$ cat src/sv/jsls_pkg.sv
// Shared types, constants and helpers for the Jacobi/SOR linear solver.
package jsls_pkg;

   localparam int MaxN = 16;
   localparam int IdxW = $clog2(MaxN);
   localparam int CntW = $clog2(MaxN + 1);

   localparam logic [1:0] OpLoadA = 2'd0;
   localparam logic [1:0] OpLoadF = 2'd1;
   localparam logic [1:0] OpStart = 2'd2;

   localparam logic [2:0] RegMode  = 3'd0;
   localparam logic [2:0] RegOmega = 3'd1;
   localparam logic [2:0] RegTol   = 3'd2;
   localparam logic [2:0] RegMaxIt = 3'd3;
   localparam logic [2:0] RegSize  = 3'd4;

   localparam logic signed [63:0] Max32 = 64'sd2147483647;
   localparam logic signed [63:0] Min32 = -64'sd2147483648;

   // Datapath commands issued by the controller.
   typedef struct packed {
      logic          init_ld;   // copy f into x and p at init_idx
      logic [IdxW-1:0] init_idx;
      logic          acc_clr;   // start a new row
      logic          mac_en;    // accumulate one product unless col equals row
      logic [IdxW-1:0] row;
      logic [IdxW-1:0] col;
      logic          div_go;    // start the row divide
      logic          copy_en;   // copy x to p at init_idx
      logic          out_rd;    // read x at init_idx for output
   } jsls_cmd_type;

   typedef struct packed {
      logic          div_done;
      logic          row_small; // |x_new - p| < tol for the row just written
   } jsls_sts_type;

   function automatic logic signed [63:0] sat32(input logic signed [63:0] v);
      logic signed [63:0] r;
      r = v;
      if (v > Max32) r = Max32;
      if (v < Min32) r = Min32;
      return r;
   endfunction

endpackage

$ cat src/sv/jsls_ctrl.sv
// Solver sequencer: init, sweeps, convergence test and result output.
module jsls_ctrl (
   input  logic                     clock,
   input  logic                     reset,
   input  logic                     start_go,
   input  logic [4:0]               size,
   input  logic [9:0]               max_it,
   output jsls_pkg::jsls_cmd_type   cmd,
   input  jsls_pkg::jsls_sts_type   sts,
   output logic                     busy,
   output logic                     out_strobe,
   output logic [jsls_pkg::IdxW-1:0] out_index,
   output logic                     out_conv,
   output logic [9:0]               out_iters,
   output logic                     out_last
);
   import jsls_pkg::*;

   typedef enum logic [3:0] {
      S_IDLE, S_INIT, S_ROW, S_MAC, S_DRAIN, S_DIAG, S_DIV, S_WAIT, S_CHK,
      S_COPY, S_OUTRD, S_OUT
   } state_type;

   state_type         state_ff;
   logic [CntW-1:0]   n_ff;
   logic [IdxW-1:0]   i_ff;
   logic [IdxW-1:0]   j_ff;
   logic [1:0]        dr_ff;
   logic [9:0]        k_ff;
   logic [9:0]        lim_ff;
   logic              big_ff;
   logic              conv_ff;
   logic              stb_ff;
   logic [IdxW-1:0]   nm1;

   assign nm1 = IdxW'(n_ff - CntW'(1));

   // Drive datapath commands from state.
   always_comb begin
      cmd = '0;
      cmd.init_idx = i_ff;
      cmd.row = i_ff;
      cmd.col = j_ff;
      case (state_ff)
         S_INIT:  cmd.init_ld = 1'b1;
         S_ROW:   cmd.acc_clr = 1'b1;
         S_MAC:   cmd.mac_en = 1'b1;
         S_DIV:   cmd.div_go = 1'b1;
         S_COPY:  cmd.copy_en = 1'b1;
         S_OUTRD: cmd.out_rd = 1'b1;
         default: ;
      endcase
   end

   // Hold state, counters and the output strobe.
   always_ff @(posedge clock) begin
      if (reset) begin
         state_ff <= S_IDLE;
         stb_ff   <= 1'b0;
      end else begin
         stb_ff <= 1'b0;
         case (state_ff)
            S_IDLE: if (start_go && size != 5'd0) begin
               n_ff   <= (size > 5'(MaxN)) ? CntW'(MaxN) : CntW'(size);
               lim_ff <= max_it;
               i_ff   <= '0;
               k_ff   <= '0;
               conv_ff <= 1'b0;
               state_ff <= S_INIT;
            end
            S_INIT: begin
               i_ff <= i_ff + IdxW'(1);
               if (i_ff == nm1) begin
                  i_ff <= '0;
                  big_ff <= 1'b0;
                  state_ff <= (lim_ff == 10'd0) ? S_OUTRD : S_ROW;
               end
            end
            S_ROW: begin
               j_ff <= '0;
               state_ff <= S_MAC;
            end
            S_MAC: begin
               j_ff <= j_ff + IdxW'(1);
               if (j_ff == nm1) begin
                  dr_ff <= 2'd0;
                  state_ff <= S_DRAIN;
               end
            end
            S_DRAIN: begin
               dr_ff <= dr_ff + 2'd1;
               if (dr_ff == 2'd2) state_ff <= S_DIAG;
            end
            S_DIAG: state_ff <= S_DIV;
            S_DIV:  state_ff <= S_WAIT;
            S_WAIT: if (sts.div_done) state_ff <= S_CHK;
            S_CHK: begin
               if (!sts.row_small) big_ff <= 1'b1;
               if (i_ff == nm1) begin
                  i_ff <= '0;
                  if (sts.row_small && !big_ff) begin
                     conv_ff <= 1'b1;
                     state_ff <= S_OUTRD;
                  end else state_ff <= S_COPY;
               end else begin
                  i_ff <= i_ff + IdxW'(1);
                  state_ff <= S_ROW;
               end
            end
            S_COPY: begin
               i_ff <= i_ff + IdxW'(1);
               if (i_ff == nm1) begin
                  i_ff <= '0;
                  big_ff <= 1'b0;
                  k_ff <= k_ff + 10'd1;
                  state_ff <= (k_ff + 10'd1 == lim_ff) ? S_OUTRD : S_ROW;
               end
            end
            S_OUTRD: state_ff <= S_OUT;
            S_OUT: begin
               stb_ff <= 1'b1;
               out_index <= i_ff;
               out_last <= (i_ff == nm1);
               out_conv <= conv_ff;
               out_iters <= k_ff;
               i_ff <= i_ff + IdxW'(1);
               state_ff <= (i_ff == nm1) ? S_IDLE : S_OUTRD;
            end
            default: state_ff <= S_IDLE;
         endcase
      end
   end

   assign busy = (state_ff != S_IDLE) || stb_ff;
   assign out_strobe = stb_ff;
endmodule

$ cat config.mk
export PLATFORM = sky130hd
export DESIGN_NAME = jsls_ctrl
export DESIGN_NICKNAME = d
export VERILOG_FILES = /design/src/sv/jsls_pkg.sv /design/src/sv/jsls_ctrl.sv
export SDC_FILE = /design/constraint.sdc
export NUM_CORES = 1
export LEC_CHECK = 0
export BUFFER_PORTS_ARGS = -buffer_cell sky130_fd_sc_hd__buf_4
export CAP_MARGIN = 10
export CELL_PAD_IN_SITES_DETAIL_PLACEMENT = 2
export CELL_PAD_IN_SITES_GLOBAL_PLACEMENT = 2
export CORE_UTILIZATION = 35
export DETAILED_ROUTE_END_ITERATION = 10
export PLACE_DENSITY = 0.83
export SLEW_MARGIN = 30
export SYNTH_ARGS = -nofsm -noshare
export SYNTH_HDL_FRONTEND = slang
export SYNTH_SLANG_ARGS = --single-unit
$ cat constraint.sdc
create_clock -name clock -period 6.4 [get_ports clock]
set_clock_uncertainty 0.2 [all_clocks]
set_input_delay 1.28 -clock clock [delete_from_list [all_inputs] [get_ports clock]]
set_output_delay 1.28 -clock clock [all_outputs]
set_load 0.01 [all_outputs]
==> impl_results.md <==
* Nets@finish at 343
* TritonCTS clock tree: built
* Min Tclk post-route at 3.532 ns
* Gate Count Post-Synth at 267
* Met1 Resource Use GR at 26.24%
* Pleak at 0.001392 uW
* Power density cells at 377.0 mW/mm2
* #FFs+latches synth at 57
* DIE AREA at 0.008928 mm2
* Grt ovf at 0
* Met3 Usage GRT at 4.750%
* R2r startpoint: n_ff[0]
* Die Span X at 94.49 um
* Hold depth at 0
* I/O Pins at 56
* Final Non-Filler Cells at 428
* Row cnt at 33
* Setup TNS at 0 ns
* Antenna Nets Post-Route at 0
* Main synth FF type: edfxtp_1
* Req. time, crit path at 4.92 ns
* Clk_lat worst skew at 0.33 ns
* Max Cap Viol at 0
* Final core utilization at 45.00%
* Routed wire length at 8.131 mm
* RSZ-0062 raised after global routing: false
* Slew Limit Fails at 0
* Largest net degree at the start of global routing at 19
* Seq/Total Area, Yosys at 55.50%
* # hold bufs at CTS at 0
* Worst-Margin Slew at 0.7697 ns
* Setup violators final at 0
* CTS Root Cell: clkbuf_8
* P&R area growth vs syn at 24.11%
* WS Path Type: reg2out
* Synth cell types at 48
* Cell count after placement at 412
* GRT Total Usage at 19.91%
* Post-synth EDFFs at 52
* Max Root-Sink Buffers at 2
* Placed wire-length estimate at 5.903 mm
* Syn_nets at 292
* Avg Cell Area, Syn at 11.21 um2
* # diodes at 0
* Min setup slack post-route at 2.868 ns
* Worst Hold End: out_conv
* Critical register-to-register path endpoint: k_ff[7]
* Crit share post-route at 55.18%
* Hold Path Origin: conv_ff
* Port Buffers at 55
* Drt first pass iters at 4
* Initial core utilization at 36.26%
* Grt peak-use layer: met2
* Detailed-route via count at 2,240
* Core box area at 0.008258 mm2
* Clock buffer count from CTS at 9
* Min-Delay Path Class: reg2reg
* Reg-to-reg slack, setup at 3.17 ns
* Layout cells sized above 1 at 24.15%
* Wire per inst at 19.00 um
* Async SR Flop Fraction at 0%
* Setup Buffers After CTS at 0
* Synthesized cell area at 0.002994 mm2
* Yosys warns at 0
* Critical Path AT at 2.05 ns
* M2 GR Usage at 32.31%
* First-pass GRT wire length at 13.06 mm
* Worst Reg-to-Reg Cells at 7
* Critical Path Start Type: flip-flop
* Die height at 94.49 um
* Initial antenna violation count at 0
* VDD IR-drop max at 0.0001354 V
* Slew Limit Headroom at 48.50%
* Remaining DRCs at 0
* Post_cts resized at 0
* Placement Setup Slack at 2.934 ns
* Outcome: complete, no violations
* H-tree depth at 3
* Vias in the first global route at 2,443
* GPL Wtd Cong at 0.7965
* Vias/cell at 5.234
* Total power at 1401 uW
* Max FO, Critical Path at 18
* Iter 0 DRT Violations at 114
* FMAX at 283.2 MHz
* Num Clock Sinks at 57
* Worst Setup End Kind: output pin
* Clk slew on worst S/H paths at 0.07 ns
* Hold Fails Final Rpt at 0
sequential cells by signal, indices dropped and copies added, names as in the netlist, 2 cells and up:
name       flops
dr_ff          2
lim_ff        10
j_ff           4
n_ff           4
i_ff           4
state_ff       4
k_ff          10
out_iters     10
out_index      4
worst max-delay path, stage by stage (launching register included):
cell and delay [ns]:
dfxtp_1 0.74, nand3_1 0.52, inv_1 0.29, buf_4 0.16
layout by cell type (no fill, tap or decap), types with 3 or more instances in the layout:
master / instances
buf_4: 56
ha_1: 5
nand2b_1: 5
nor4_1: 3
xnor2_1: 21
dfxtp_1: 5
nand3_1: 7
nor2_1: 34
clkbuf_8: 9
and3_1: 3
a21oi_1: 7
edfxtp_1: 52
or3_1: 3
and2_1: 3
xor2_1: 12
nor2b_1: 9
nor3_1: 12
o21ai_0: 5
o31ai_1: 3
bufinv_16: 3
nand4_1: 6
nand2_1: 16
inv_1: 9
stage by stage:
step / instance area (um2) / hold slack (ns)
after floorplan: 2994 / 0.2003
after detailed placement: 3482 / 0.2479
after CTS: 3716 / 0.2703
final: 3716 / 0.2704
after global placement: 3476 / 0.2420
after global routing: 3716 / 0.2825
kinds of logic after synthesis:
| logic type | synth area share (%) |
|---|---|
| AND/OR/NAND/NOR | 20.14 |
| flip-flops | 55.50 |
| XOR/XNOR | 10.20 |
| AO/OA/AOI/OAI | 7.606 |
| buffers and inverters | 3.803 |
| adder cells (fa/ha/maj) | 2.089 |
| multiplexers | 0.6686 |
worst max-delay path by stage:
stage,startpoint,to,slack [ns],cells past startpoint
CTS,state_ff[3],cmd[1],2.90,3
floorplan,reset,out_conv,3.13,2
global route,state_ff[3],cmd[1],2.72,3
global placement,size[1],k_ff[7],3.23,6
finish,state_ff[3],cmd[1],2.87,3
detailed placement,size[1],k_ff[7],2.93,6
final cells by class:
cell class,instances,area (um2)
clock inverters,6,106.4
clock buffers,10,127.6
flip-flops and latches,57,1662
well taps,105,131.4
fillers,888,4542
repair buffers,56,420.4
inverters,9,33.78
multi-input cells,185,1235
metal layers:
metal	wire [um]	vias up
met3	296	7
met2	3989	59
met1	3759	1109
met4	85	0
li1	-	1065
met5	0	-
where the power goes:
| group | switching (uW) | leakage (uW) | internal, uW |
|---|---|---|---|
| Combinational | 231 | 0.000752 | 176 |
| Clock | 152 | 0.000114 | 257 |
| Sequential | 98.8 | 0.000526 | 486 |
| Total | 483 | 0.00139 | 919 |
Yosys cell counts, drive strengths merged (7+ instances only):
cell | count | area share [%]
xnor2 | 22 | 6.7
xor2 | 12 | 3.5
nor3 | 13 | 2.2
clkbuf | 8 | 1.0
a21oi | 7 | 1.2
inv | 9 | 1.1
nor2b | 9 | 1.9
nand2 | 16 | 2.0
nor2 | 34 | 4.3
nand3 | 7 | 1.2
edfxtp | 52 | 52
buf | 8 | 1.7
nand4 | 7 | 1.7
No activity file was read; power rests on OpenSTA's default activity.
